**src/rtl/efr_pkg.sv**
```systemverilog
`default_nettype none

package efr_pkg;

	localparam int ADDR_W = 8;

	localparam logic [7:0] START_RST  = 8'hAA;
	localparam logic [7:0] END_RST    = 8'h55;
	localparam logic [7:0] ESCAPE_RST = 8'h7D;

	localparam logic [7:0] ESC_CODE_START  = 8'h01;
	localparam logic [7:0] ESC_CODE_END    = 8'h02;
	localparam logic [7:0] ESC_CODE_ESCAPE = 8'h03;

	localparam logic [1:0] REG_START  = 2'd0;
	localparam logic [1:0] REG_END    = 2'd1;
	localparam logic [1:0] REG_ESCAPE = 2'd2;

	typedef enum logic [1:0] {
		KIND_PAYLOAD  = 2'd0,
		KIND_EMPTY_OK = 2'd1,
		KIND_NO_BYTES = 2'd2,
		KIND_BAD_SUM  = 2'd3
	} kind_t;

	typedef enum logic [1:0] {
		ST_IDLE,
		ST_RECV,
		ST_ESC,
		ST_DRAIN
	} state_t;

	typedef struct packed {
		logic [7:0] start_byte;
		logic [7:0] end_byte;
		logic [7:0] escape_byte;
	} cfg_t;

	typedef struct packed {
		logic              we;
		logic [ADDR_W-1:0] waddr;
		logic [7:0]        wdata;
		logic              re;
		logic [ADDR_W-1:0] raddr;
	} mem_req_t;

endpackage

`default_nettype wire

```
**src/rtl/escaped_frame_receiver.sv**
```systemverilog
// channel   signals                          dir   payload
// rx        rx_valid / rx_ready              in    rx_byte
// res       res_valid / res_ready            out   kind, data, last
// cfg       cfg_wen, cfg_index, cfg_data     in    start, end, escape byte
//
// rx_ready is low while a result beat waits with res_ready low, so a byte gets in only in
// the cycle the waiting beat leaves.
// a good frame end drains count-1 payload beats: the first read issues the cycle after
// the end byte, then one beat per cycle while res_ready is high; rx_ready stays low
// during the drain. reset is asynchronous and needs no clearing pass: the frame store
// is never read past what the open frame wrote. res_ready low stalls the drain in place.
`default_nettype none

module escaped_frame_receiver import efr_pkg::*; #(
	parameter int FRAME_DEPTH = 32
) (
	input  wire logic       clk,
	input  wire logic       arst_n,
	input  wire logic       cfg_wen,
	input  wire logic [1:0] cfg_index,
	input  wire logic [7:0] cfg_data,
	input  wire logic       rx_valid,
	output logic            rx_ready,
	input  wire logic [7:0] rx_byte,
	output logic            res_valid,
	input  wire logic       res_ready,
	output logic [1:0]      kind,
	output logic [7:0]      data,
	output logic            last
);

	cfg_t       cfg_q;
	mem_req_t   mem_req;
	logic [7:0] rd_data;

	always_ff @(posedge clk or negedge arst_n) begin
		if (!arst_n) begin
			cfg_q.start_byte  <= START_RST;
			cfg_q.end_byte    <= END_RST;
			cfg_q.escape_byte <= ESCAPE_RST;
		end else if (cfg_wen) begin
			priority case (cfg_index)
				REG_START:  cfg_q.start_byte  <= cfg_data;
				REG_END:    cfg_q.end_byte    <= cfg_data;
				REG_ESCAPE: cfg_q.escape_byte <= cfg_data;
				default:    ;
			endcase
		end
	end

	efr_ctrl #(
		.FRAME_DEPTH(FRAME_DEPTH)
	) u_ctrl (
		.clk       (clk),
		.arst_n    (arst_n),
		.cfg       (cfg_q),
		.rx_valid  (rx_valid),
		.rx_ready  (rx_ready),
		.rx_byte   (rx_byte),
		.res_valid (res_valid),
		.res_ready (res_ready),
		.kind      (kind),
		.data      (data),
		.last      (last),
		.mem_req   (mem_req),
		.rd_data   (rd_data)
	);

	efr_store #(
		.DEPTH(FRAME_DEPTH)
	) u_store (
		.clk     (clk),
		.req     (mem_req),
		.rd_data (rd_data)
	);

endmodule

`default_nettype wire

```
**src/rtl/efr_store.sv**
```systemverilog
`default_nettype none

module efr_store import efr_pkg::*; #(
	parameter int DEPTH = 32
) (
	input  wire logic       clk,
	input  mem_req_t        req,
	output logic [7:0]      rd_data
);

	localparam int AW = (DEPTH > 1) ? $clog2(DEPTH) : 1;

	logic [7:0] mem [DEPTH];
	logic [7:0] rd_data_q;

	always_ff @(posedge clk) begin
		if (req.we) begin
			mem[req.waddr[AW-1:0]] <= req.wdata;
		end
	end

	// read data holds while no read is issued
	always_ff @(posedge clk) begin
		if (req.re) begin
			rd_data_q <= mem[req.raddr[AW-1:0]];
		end
	end

	assign rd_data = rd_data_q;

endmodule

`default_nettype wire

```
**src/rtl/efr_ctrl.sv**
```systemverilog
`default_nettype none

module efr_ctrl import efr_pkg::*; #(
	parameter int FRAME_DEPTH = 32
) (
	input  wire logic       clk,
	input  wire logic       arst_n,
	input  cfg_t            cfg,
	input  wire logic       rx_valid,
	output logic            rx_ready,
	input  wire logic [7:0] rx_byte,
	output logic            res_valid,
	input  wire logic       res_ready,
	output logic [1:0]      kind,
	output logic [7:0]      data,
	output logic            last,
	output mem_req_t        mem_req,
	input  wire logic [7:0] rd_data
);

	localparam int CW = $clog2(FRAME_DEPTH + 1);

	state_t        state_q, state_d;
	logic [CW-1:0] count_q, count_d;
	logic [7:0]    xor_q, xor_d;
	logic [CW-1:0] rd_ptr_q, rd_ptr_d;
	logic          rd_valid_s1, rd_valid_d;
	logic          rd_last_s1, rd_last_d;

	logic          res_valid_q;
	kind_t         kind_q;
	logic [7:0]    data_q;
	logic          last_q;

	logic          adv, take;
	logic          load, load_last;
	kind_t         load_kind;
	logic [7:0]    load_data;
	logic          store_en;
	logic [7:0]    store_val;
	logic [CW-1:0] npay;

	assign adv      = !res_valid_q || res_ready;
	assign rx_ready = (state_q != ST_DRAIN) && adv;
	assign take     = rx_valid && rx_ready;
	assign npay     = count_q - CW'(1);

	always_ff @(posedge clk or negedge arst_n) begin
		if (!arst_n) begin
			state_q <= ST_IDLE;
		end else begin
			state_q <= state_d;
		end
	end

	always_ff @(posedge clk or negedge arst_n) begin
		if (!arst_n) begin
			count_q     <= '0;
			xor_q       <= '0;
			rd_ptr_q    <= '0;
			rd_valid_s1 <= 1'b0;
			rd_last_s1  <= 1'b0;
			res_valid_q <= 1'b0;
		end else begin
			count_q     <= count_d;
			xor_q       <= xor_d;
			rd_ptr_q    <= rd_ptr_d;
			rd_valid_s1 <= rd_valid_d;
			rd_last_s1  <= rd_last_d;
			if (load) begin
				res_valid_q <= 1'b1;
			end else if (res_ready) begin
				res_valid_q <= 1'b0;
			end
		end
	end

	always_ff @(posedge clk) begin
		if (load) begin
			kind_q <= load_kind;
			data_q <= load_data;
			last_q <= load_last;
		end
	end

	always_comb begin
		state_d    = state_q;
		count_d    = count_q;
		xor_d      = xor_q;
		rd_ptr_d   = rd_ptr_q;
		rd_valid_d = rd_valid_s1;
		rd_last_d  = rd_last_s1;
		mem_req    = '0;
		load       = 1'b0;
		load_kind  = KIND_PAYLOAD;
		load_data  = '0;
		load_last  = 1'b0;
		store_en   = 1'b0;
		store_val  = rx_byte;

		unique case (state_q)
			ST_IDLE: begin
				if (take && rx_byte == cfg.start_byte) begin
					state_d = ST_RECV;
					count_d = '0;
					xor_d   = '0;
				end
			end
			ST_RECV: begin
				if (take) begin
					// escape wins over end when both registers match
					priority if (rx_byte == cfg.escape_byte) begin
						state_d = ST_ESC;
					end else if (rx_byte == cfg.end_byte) begin
						state_d   = ST_IDLE;
						load      = 1'b1;
						load_last = 1'b1;
						priority if (count_q == '0) begin
							load_kind = KIND_NO_BYTES;
						end else if (xor_q != '0) begin
							load_kind = KIND_BAD_SUM;
						end else if (count_q == CW'(1)) begin
							load_kind = KIND_EMPTY_OK;
						end else begin
							load       = 1'b0;
							state_d    = ST_DRAIN;
							rd_ptr_d   = '0;
							rd_valid_d = 1'b0;
						end
					end else begin
						store_en = 1'b1;
					end
				end
			end
			ST_ESC: begin
				if (take) begin
					priority if (rx_byte == ESC_CODE_START) begin
						store_en  = 1'b1;
						store_val = cfg.start_byte;
					end else if (rx_byte == ESC_CODE_END) begin
						store_en  = 1'b1;
						store_val = cfg.end_byte;
					end else if (rx_byte == ESC_CODE_ESCAPE) begin
						store_en  = 1'b1;
						store_val = cfg.escape_byte;
					end else begin
						state_d = ST_IDLE;
					end
				end
			end
			ST_DRAIN: begin
				// stage 1 holds the read beat until the output register frees up
				if (rd_valid_s1 && adv) begin
					load       = 1'b1;
					load_kind  = KIND_PAYLOAD;
					load_data  = rd_data;
					load_last  = rd_last_s1;
					rd_valid_d = 1'b0;
				end
				if (!rd_valid_s1 || adv) begin
					if (rd_ptr_q != npay) begin
						mem_req.re    = 1'b1;
						mem_req.raddr = ADDR_W'(rd_ptr_q);
						rd_ptr_d      = rd_ptr_q + CW'(1);
						rd_valid_d    = 1'b1;
						rd_last_d     = (rd_ptr_q + CW'(1) == npay);
					end else begin
						state_d = ST_IDLE;
					end
				end
			end
		endcase

		if (store_en) begin
			if (count_q != CW'(FRAME_DEPTH)) begin
				mem_req.we    = 1'b1;
				mem_req.waddr = ADDR_W'(count_q);
				mem_req.wdata = store_val;
				count_d       = count_q + CW'(1);
				xor_d         = xor_q ^ store_val;
				state_d       = ST_RECV;
			end else begin
				// overflow drops the frame
				state_d = ST_IDLE;
			end
		end
	end

	assign res_valid = res_valid_q;
	assign kind      = kind_q;
	assign data      = data_q;
	assign last      = last_q;

endmodule

`default_nettype wire

```
**config.mk**
```make
export PLATFORM = sky130hd
export DESIGN_NAME = escaped_frame_receiver
export DESIGN_NICKNAME = d
export VERILOG_FILES = /design/src/rtl/efr_pkg.sv /design/src/rtl/escaped_frame_receiver.sv /design/src/rtl/efr_store.sv /design/src/rtl/efr_ctrl.sv
export SDC_FILE = /design/constraint.sdc
export NUM_CORES = 1
export LEC_CHECK = 0
export BUFFER_PORTS_ARGS = -buffer_cell sky130_fd_sc_hd__buf_2
export CORE_ASPECT_RATIO = 0.5
export CORE_UTILIZATION = 50
export DETAILED_ROUTE_END_ITERATION = 12
export PLACE_DENSITY = 0.76
export RECOVER_POWER = 25
export SLEW_MARGIN = 20
export SYNTH_ARGS = -nofsm -noshare
export SYNTH_HDL_FRONTEND = slang
export SYNTH_SLANG_ARGS = --single-unit
```
**constraint.sdc**
```tcl
create_clock -name clk -period 5.5 [get_ports clk]
set_input_delay 0 -clock clk [delete_from_list [all_inputs] [get_ports clk]]
set_output_delay 0 -clock clk [all_outputs]
set_load 0.05 [all_outputs]
```
==> results of run 1 <==
-- kinds of logic after synthesis --
| logic type | share of synthesized area [%] |
|---|---|
| AND/OR/NAND/NOR | 6.746 |
| adder cells (fa/ha/maj) | 0.7977 |
| flip-flops | 67.31 |
| buffers and inverters | 2.074 |
| AO/OA/AOI/OAI | 9.706 |
| XOR/XNOR | 2.712 |
| multiplexers | 10.65 |
-- layer usage --
layer	wire [um]	global-route usage, %
met1	13250	32.23
met2	15470	37.75
met3	2937	4.452
met4	1095	7.893
met5	0	0
-- worst max-delay path, cell delays in order (launching register included) --
cell and delay, ns:
dfrtp_1 0.97, xnor3_1 0.50, nor4_1 1.12, nand2_2 0.16, nand3_1 0.28, inv_1 0.38
and2_4 0.38, a21oi_1 0.30, a211oi_1 0.10
-- synth_stat cells (7+ instances only) --
master	count	share of area [%]
a21oi_1	21	0.74
a221o_1	15	1.1
a221oi_1	10	0.62
a31oi_2	8	0.71
and2_1	10	0.44
buf_2	9	0.32
clkbuf_1	28	0.74
dfrtp_1	35	6.2
dfstp_2	14	2.6
edfxtp_1	275	59
ha_1	9	0.80
inv_1	18	0.48
mux2_2	34	2.7
mux2i_1	40	2.8
mux4_2	32	5.1
nand2_1	40	1.1
nand2b_1	7	0.31
nand3_1	12	0.43
nor2_1	52	1.4
nor3b_1	12	0.64
o211ai_1	15	0.80
o21a_1	8	0.43
o21ai_0	60	2.1
o21bai_1	8	0.43
o221ai_1	7	0.43
xnor2_1	25	1.6
xor2_1	13	0.81
-- metrics by stage --
stage | hold WS [ns] | std cells | power (uW) | setup WS (ns)
6_report | 0.1257 | 1370 | 6172 | 1.014
5_1_grt | 0.1624 | 1370 | 6382 | 0.7210
4_1_cts | 0.08702 | 1370 | 6191 | 1.295
3_5_place_dp | 0.2653 | 1296 | 4001 | 1.360
3_3_place_gp | 0.2411 | 1296 | 3952 | 1.547
2_1_floorplan | -0.2956 | 915 | 3731 | 2.445
-- worst paths after layout --
path,to,slack (ns),cells after the start
worst max-delay path,u_store.rd_data[6],1.01,8
worst min-delay path,cfg_q[13],0.13,3
worst max register to register,u_store.rd_data[6],1.01,8
worst min register to register,u_ctrl.xor_q[6],0.47,1
max in group asynchronous,u_ctrl.rd_ptr_q[0],2.93,2
min in group asynchronous,u_ctrl.count_q[3],0.84,2
-- registers in the layout, summed over array words and instances (netlist names) --
name / count
u_ctrl.rd_valid_s1: 1
u_ctrl.res_valid: 1
u_ctrl.state_q: 2
u_ctrl.kind: 2
u_ctrl.xor_q: 8
u_ctrl.rd_last_s1: 1
u_ctrl.last: 1
u_store.mem: 256
cfg_q: 24
u_ctrl.count_q: 6
u_ctrl.data: 8
u_store.rd_data: 8
u_ctrl.rd_ptr_q: 6
-- final cells by class --
type	count	area [um^2]
inverter	20	75.07
fill	2032	11900
multi-input combinational	525	4285
clock inverter	24	301.5
sequential	324	9504
tap	382	478.0
clock buffer	31	754.5
timing repair buffer	64	412.9
-- power breakdown --
group,total (uW),switching [uW],internal [uW]
logic,879,559,319
clock network,2200,919,1280
registers,3090,154,2940
total,6170,1630,4540
==> impl_metrics.py, run 1 <==
metrics = {
    "clocking": {
        "cts_buffer_depth": 3,
        "numCtsBuffers": 30,
        "post-cts-setup-buffers": 0,
        "clkSlewWorstSetupHoldPaths_ns": 0.07,
        "hold_buffers": 19,
        "cts.sinks": 324,
        "htreeDepth": 1,
        "cts_tree": "yes",
        "clk_latency_ns": 0.58,
        "clockRootBuffer": "clkbuf_16",
        "cts_resized": 0,
    },
    "cells_and_area": {
        "layout_common_cells": "edfxtp_1, o21ai_0, nor2_1",
        "drive_above_1_share_pct": 17.91,
        "final_util_pct": 57.06,
        "fin_nets": 997,
        "fin_area_um2": 15810,
        "areaGrowthSynthToFinish_pct": 12.01,
        "final_common_cell": "edfxtp_1",
        "diodes": 0,
    },
    "place": {
        "gp_congestion": 0.8861,
        "placed_area_um2": 14630,
        "portBuffers": 35,
        "hpwl_um": 21030,
    },
    "min_path": {
        "min-delay-path-class": "input pin to register",
        "hp-start": "cfg_wen",
    },
    "timing": {
        "min_period_ns": 4.486,
        "fin_skew_ns": 0.01517,
        "drv_slew": 50,
        "worstMarginPinSlew_ns": 2.713,
        "hold_viol_final": 0,
        "tns_ns": 0,
        "slew_headroom_pct": -80.90,
        "rsz0062_at_grt": "no",
        "fmax_ghz": 0.2229,
        "setup_violations": 0,
        "finalCritPeriodShare_pct": 81.56,
    },
    "routing": {
        "vias_per_cell": 6.149,
        "drc": 0,
        "vias": 8424,
        "drt_iter0_drc": 843,
        "wl_per_cell_um": 23.90,
        "drt_wl_total_um": 32750,
        "firstDrtPassIters": 5,
        "ant_nets": 0,
    },
    "power_and_ir_drop": {
        "peakVddDrop_uv": 285.0,
        "p_per_area_nw_per_um2": 390.4,
        "power.leakage_uw": 0.005157,
    },
    "die": {
        "fp.coreArea_um2": 27710,
        "start_util_pct": 50.95,
        "die-area_um2": 28950,
        "io_pins": 36,
        "die-width_um": 239.6,
        "rows": 43,
        "chipHeight_um": 120.8,
    },
    "yosys": {
        "synthFlopType": "edfxtp_1",
        "synth-seq-cells": 324,
        "synth_area_um2": 14120,
        "ys_seq_area_share_pct": 67.31,
        "synth_nets": 947,
        "netlist_instances": 915,
        "yosysWarnings": 0,
        "synth_area_per_cell_um2": 15.43,
        "synth-edff-count": 275,
        "synth_cell_types": 75,
        "async_flop_share_pct": 15.12,
    },
    "grt": {
        "grt_pass1_wl_um": 50430,
        "grt_remaining_overflow": 0,
        "first_global_vias": 8554,
        "antenna_found_initial": 0,
        "grt_max_degree": 50,
        "gr-usage-all-layers_pct": 23.44,
    },
    "status": {
        "outcome": "finished, violations left",
        "violations": "capacitance limit, slew limit",
    },
    "worst_setup_path": {
        "required_ns": 5.81,
        "cp_max_fo": 27,
        "crit_type": "register to register",
        "end_kind": "register",
        "r2r_start": "u_ctrl.rd_ptr_q[3]",
        "critPathLaunch": "u_ctrl.rd_ptr_q[3]",
        "worstSetupStartpointType": "register",
        "worstPathArrival_ns": 4.80,
    },
    "flow_run": {
        "drv_cap": 1,
    },
}
(Power assumes the default switching activity.)
==> inputs of run 2 (changes only) <==
Clock period 5.5 ns to 4.59 ns, I/O delays scaled along.
==> run 2 against run 1 <==
Against the previous run: the run still ends with capacitance limit, slew limit left; sequential share of layout area up 0.37 points; clock skew shrank 0.0032 ns; first-iteration DRC count shrank 12%; critical path depth rose by 2; wire length down 1.3%; sequential power up 19%; non-clock buffer count grew 1; cell area decreased by 0.62%; clock power rose by 11%; core utilization decreased by 0.35 points.
==> impl_metrics.py, run 2 (synthesis gave the netlist of run 1 again) <==
metrics = {
    "status": {
        "outcome": "finished, violations left",
        "violations": "capacitance limit, slew limit",
    },
    "worst_setup_path": {
        "critPathMaxStageDelay_ns": 0.76,
        "cp_common_cell": "nor2_1",
        "r2r.worst_path.cells": 10,
        "slowest_stage": "nor2_1",
        "worstPathArrival_ns": 4.11,
        "r2r_end": "u_store.mem[30][2]",
        "required_ns": 4.77,
        "crit_type": "register to register",
        "cp_max_fo": 13,
        "end_kind": "register",
        "crit_chain": "inv_1 > ha_1 > or4b_1 > nor4_1 > and2b_1 > a31oi_1 > nor2_1 > buf_4 > nand3_1 > nor2_1",
        "r2r_start": "u_ctrl.state_q[0]",
        "r2r_slack_ns": 0.66,
        "worstSetupStartpointType": "register",
    },
    "place": {
        "gp_congestion": 0.8980,
        "dp_cells": 1303,
        "portBuffers": 35,
        "hpwl_um": 20920,
    },
    "cells_and_area": {
        "regArea_um2": 9504,
        "layout_common_cells": "edfxtp_1, o21ai_0, nor2_1",
        "final_common_cell": "edfxtp_1",
        "fin_cells": 1368,
        "areaGrowthSynthToFinish_pct": 11.32,
        "nFillCells": 2105,
        "final_util_pct": 56.71,
        "multiInputGateArea_um2": 4303,
        "largest_register_ffs": 256,
        "drive_above_1_share_pct": 16.84,
        "fin_nets": 997,
        "diodes": 0,
    },
    "grt": {
        "grt_max_degree": 55,
        "antenna_found_initial": 0,
        "grt_remaining_overflow": 0,
        "grt_pass1_wl_um": 49370,
        "gr-usage-all-layers_pct": 22.90,
        "first_global_vias": 8349,
    },
    "power_and_ir_drop": {
        "p_per_area_nw_per_um2": 458.6,
        "peakVddDrop_uv": 358.3,
        "fin_total_pwr_uw": 7207,
        "power.leakage_uw": 0.005149,
    },
    "clocking": {
        "clkSlewWorstSetupHoldPaths_ns": 0.06,
        "numCtsBuffers": 29,
        "cts_tree": "yes",
        "cts_buffer_depth": 3,
        "clockRootBuffer": "clkbuf_16",
        "htreeDepth": 1,
        "clk_latency_ns": 0.55,
        "cts_resized": 0,
        "cts.sinks": 324,
    },
    "die": {
        "start_util_pct": 50.95,
        "rows": 43,
        "die-width_um": 239.6,
        "fp.coreArea_um2": 27710,
        "chipHeight_um": 120.8,
        "io_pins": 36,
        "die-area_um2": 28950,
    },
    "timing": {
        "tns_ns": 0,
        "slew_headroom_pct": -77.41,
        "hold_viol_final": 0,
        "finalCritPeriodShare_pct": 85.69,
        "worstMarginPinSlew_ns": 2.661,
        "rsz0062_at_grt": "no",
        "fin_skew_ns": 0.01192,
        "fmax_ghz": 0.2542,
        "drv_slew": 50,
        "min_period_ns": 3.933,
        "setup_violations": 0,
    },
    "routing": {
        "firstDrtPassIters": 6,
        "drt_iter0_drc": 746,
        "vias_per_cell": 6.158,
        "ant_nets": 0,
        "wl_per_cell_um": 23.64,
        "drt_wl_total_um": 32340,
        "vias": 8424,
        "drc": 0,
    },
    "min_path": {
        "min_to": "cfg_q[21]",
        "hp-start": "cfg_index[0]",
        "worstHoldPathCells": 4,
        "min-delay-path-class": "input pin to register",
    },
    "flow_run": {
        "drv_cap": 1,
    },
}
[run 2: changes by cell type in the layout (fill, tap and decap cells not counted), moves of 3 or more]
cell / change
dfstp_1: +14
dfstp_2: -14
buf_4: +7
dlygate4sd3_1: -6
clkinv_2: -4
clkinvlp_4: -3
[run 2: through the flow]
stage / cell area [um^2] / hold WS, ns / worst slack, ns
detailed placement: 14680 / 0.2640 / 0.8846
floorplan: 14120 / -0.2956 / 1.535
global placement: 14680 / 0.2433 / 1.052
finish: 15710 / 0.01902 / 0.6566
global route: 15710 / 0.01530 / 0.3549
CTS: 15760 / 0.009832 / 0.8678
[run 2: worst max-delay path, delay by kind of cell, from the launching register on]
family | cells | cell delay (ns)
buf+inv | 2 | 0.33
flops | 1 | 0.41
fa+ha+maj | 1 | 0.25
simple gates | 6 | 2.46
compound gates | 1 | 0.11
[run 2: final cells by class]
type,instances,area share [%]
Clock buffer,36,4.849
Timing Repair Buffer,65,2.612
Multi-Input combinational cell,525,27.38
Clock inverter,16,1.155
Tap cell,382,3.042
Sequential cell,324,60.48
Inverter,20,0.4777
[run 2: routing by layer]
metal  global-route usage [%]  routed length [um]
met1                    32.21               13360
met2                    35.11               14650
met3                    5.822                3335
met4                    7.171                 991
met5                        0                   0
[run 2: report_power, final]
group          switching [uW]  total, uW  internal [uW]  leakage, uW
clock                    1040       2440           1400     0.000463
combinational             686       1080            393      0.00160
sequential                185       3690           3510      0.00309
total                    1910       7210           5300      0.00515
[run 2: worst max path at each step]
stage / cells past startpoint / to / start
detailed placement: 10 / u_store.mem[10][7] / u_ctrl.state_q[0]
global placement: 10 / u_store.mem[2][0] / u_ctrl.state_q[0]
finish: 10 / u_store.mem[30][2] / u_ctrl.state_q[0]
global route: 10 / u_store.mem[30][2] / u_ctrl.state_q[0]
CTS: 10 / u_store.mem[10][7] / u_ctrl.state_q[0]
floorplan: 9 / u_store.mem[31][0] / u_ctrl.state_q[0]
[run 2: what timing repair did]
action	CTS	global route
setup endpoints to repair	0	0
hold buffers	13	0
setup buffers	0	0
endpoints found under the hold margin	63	0
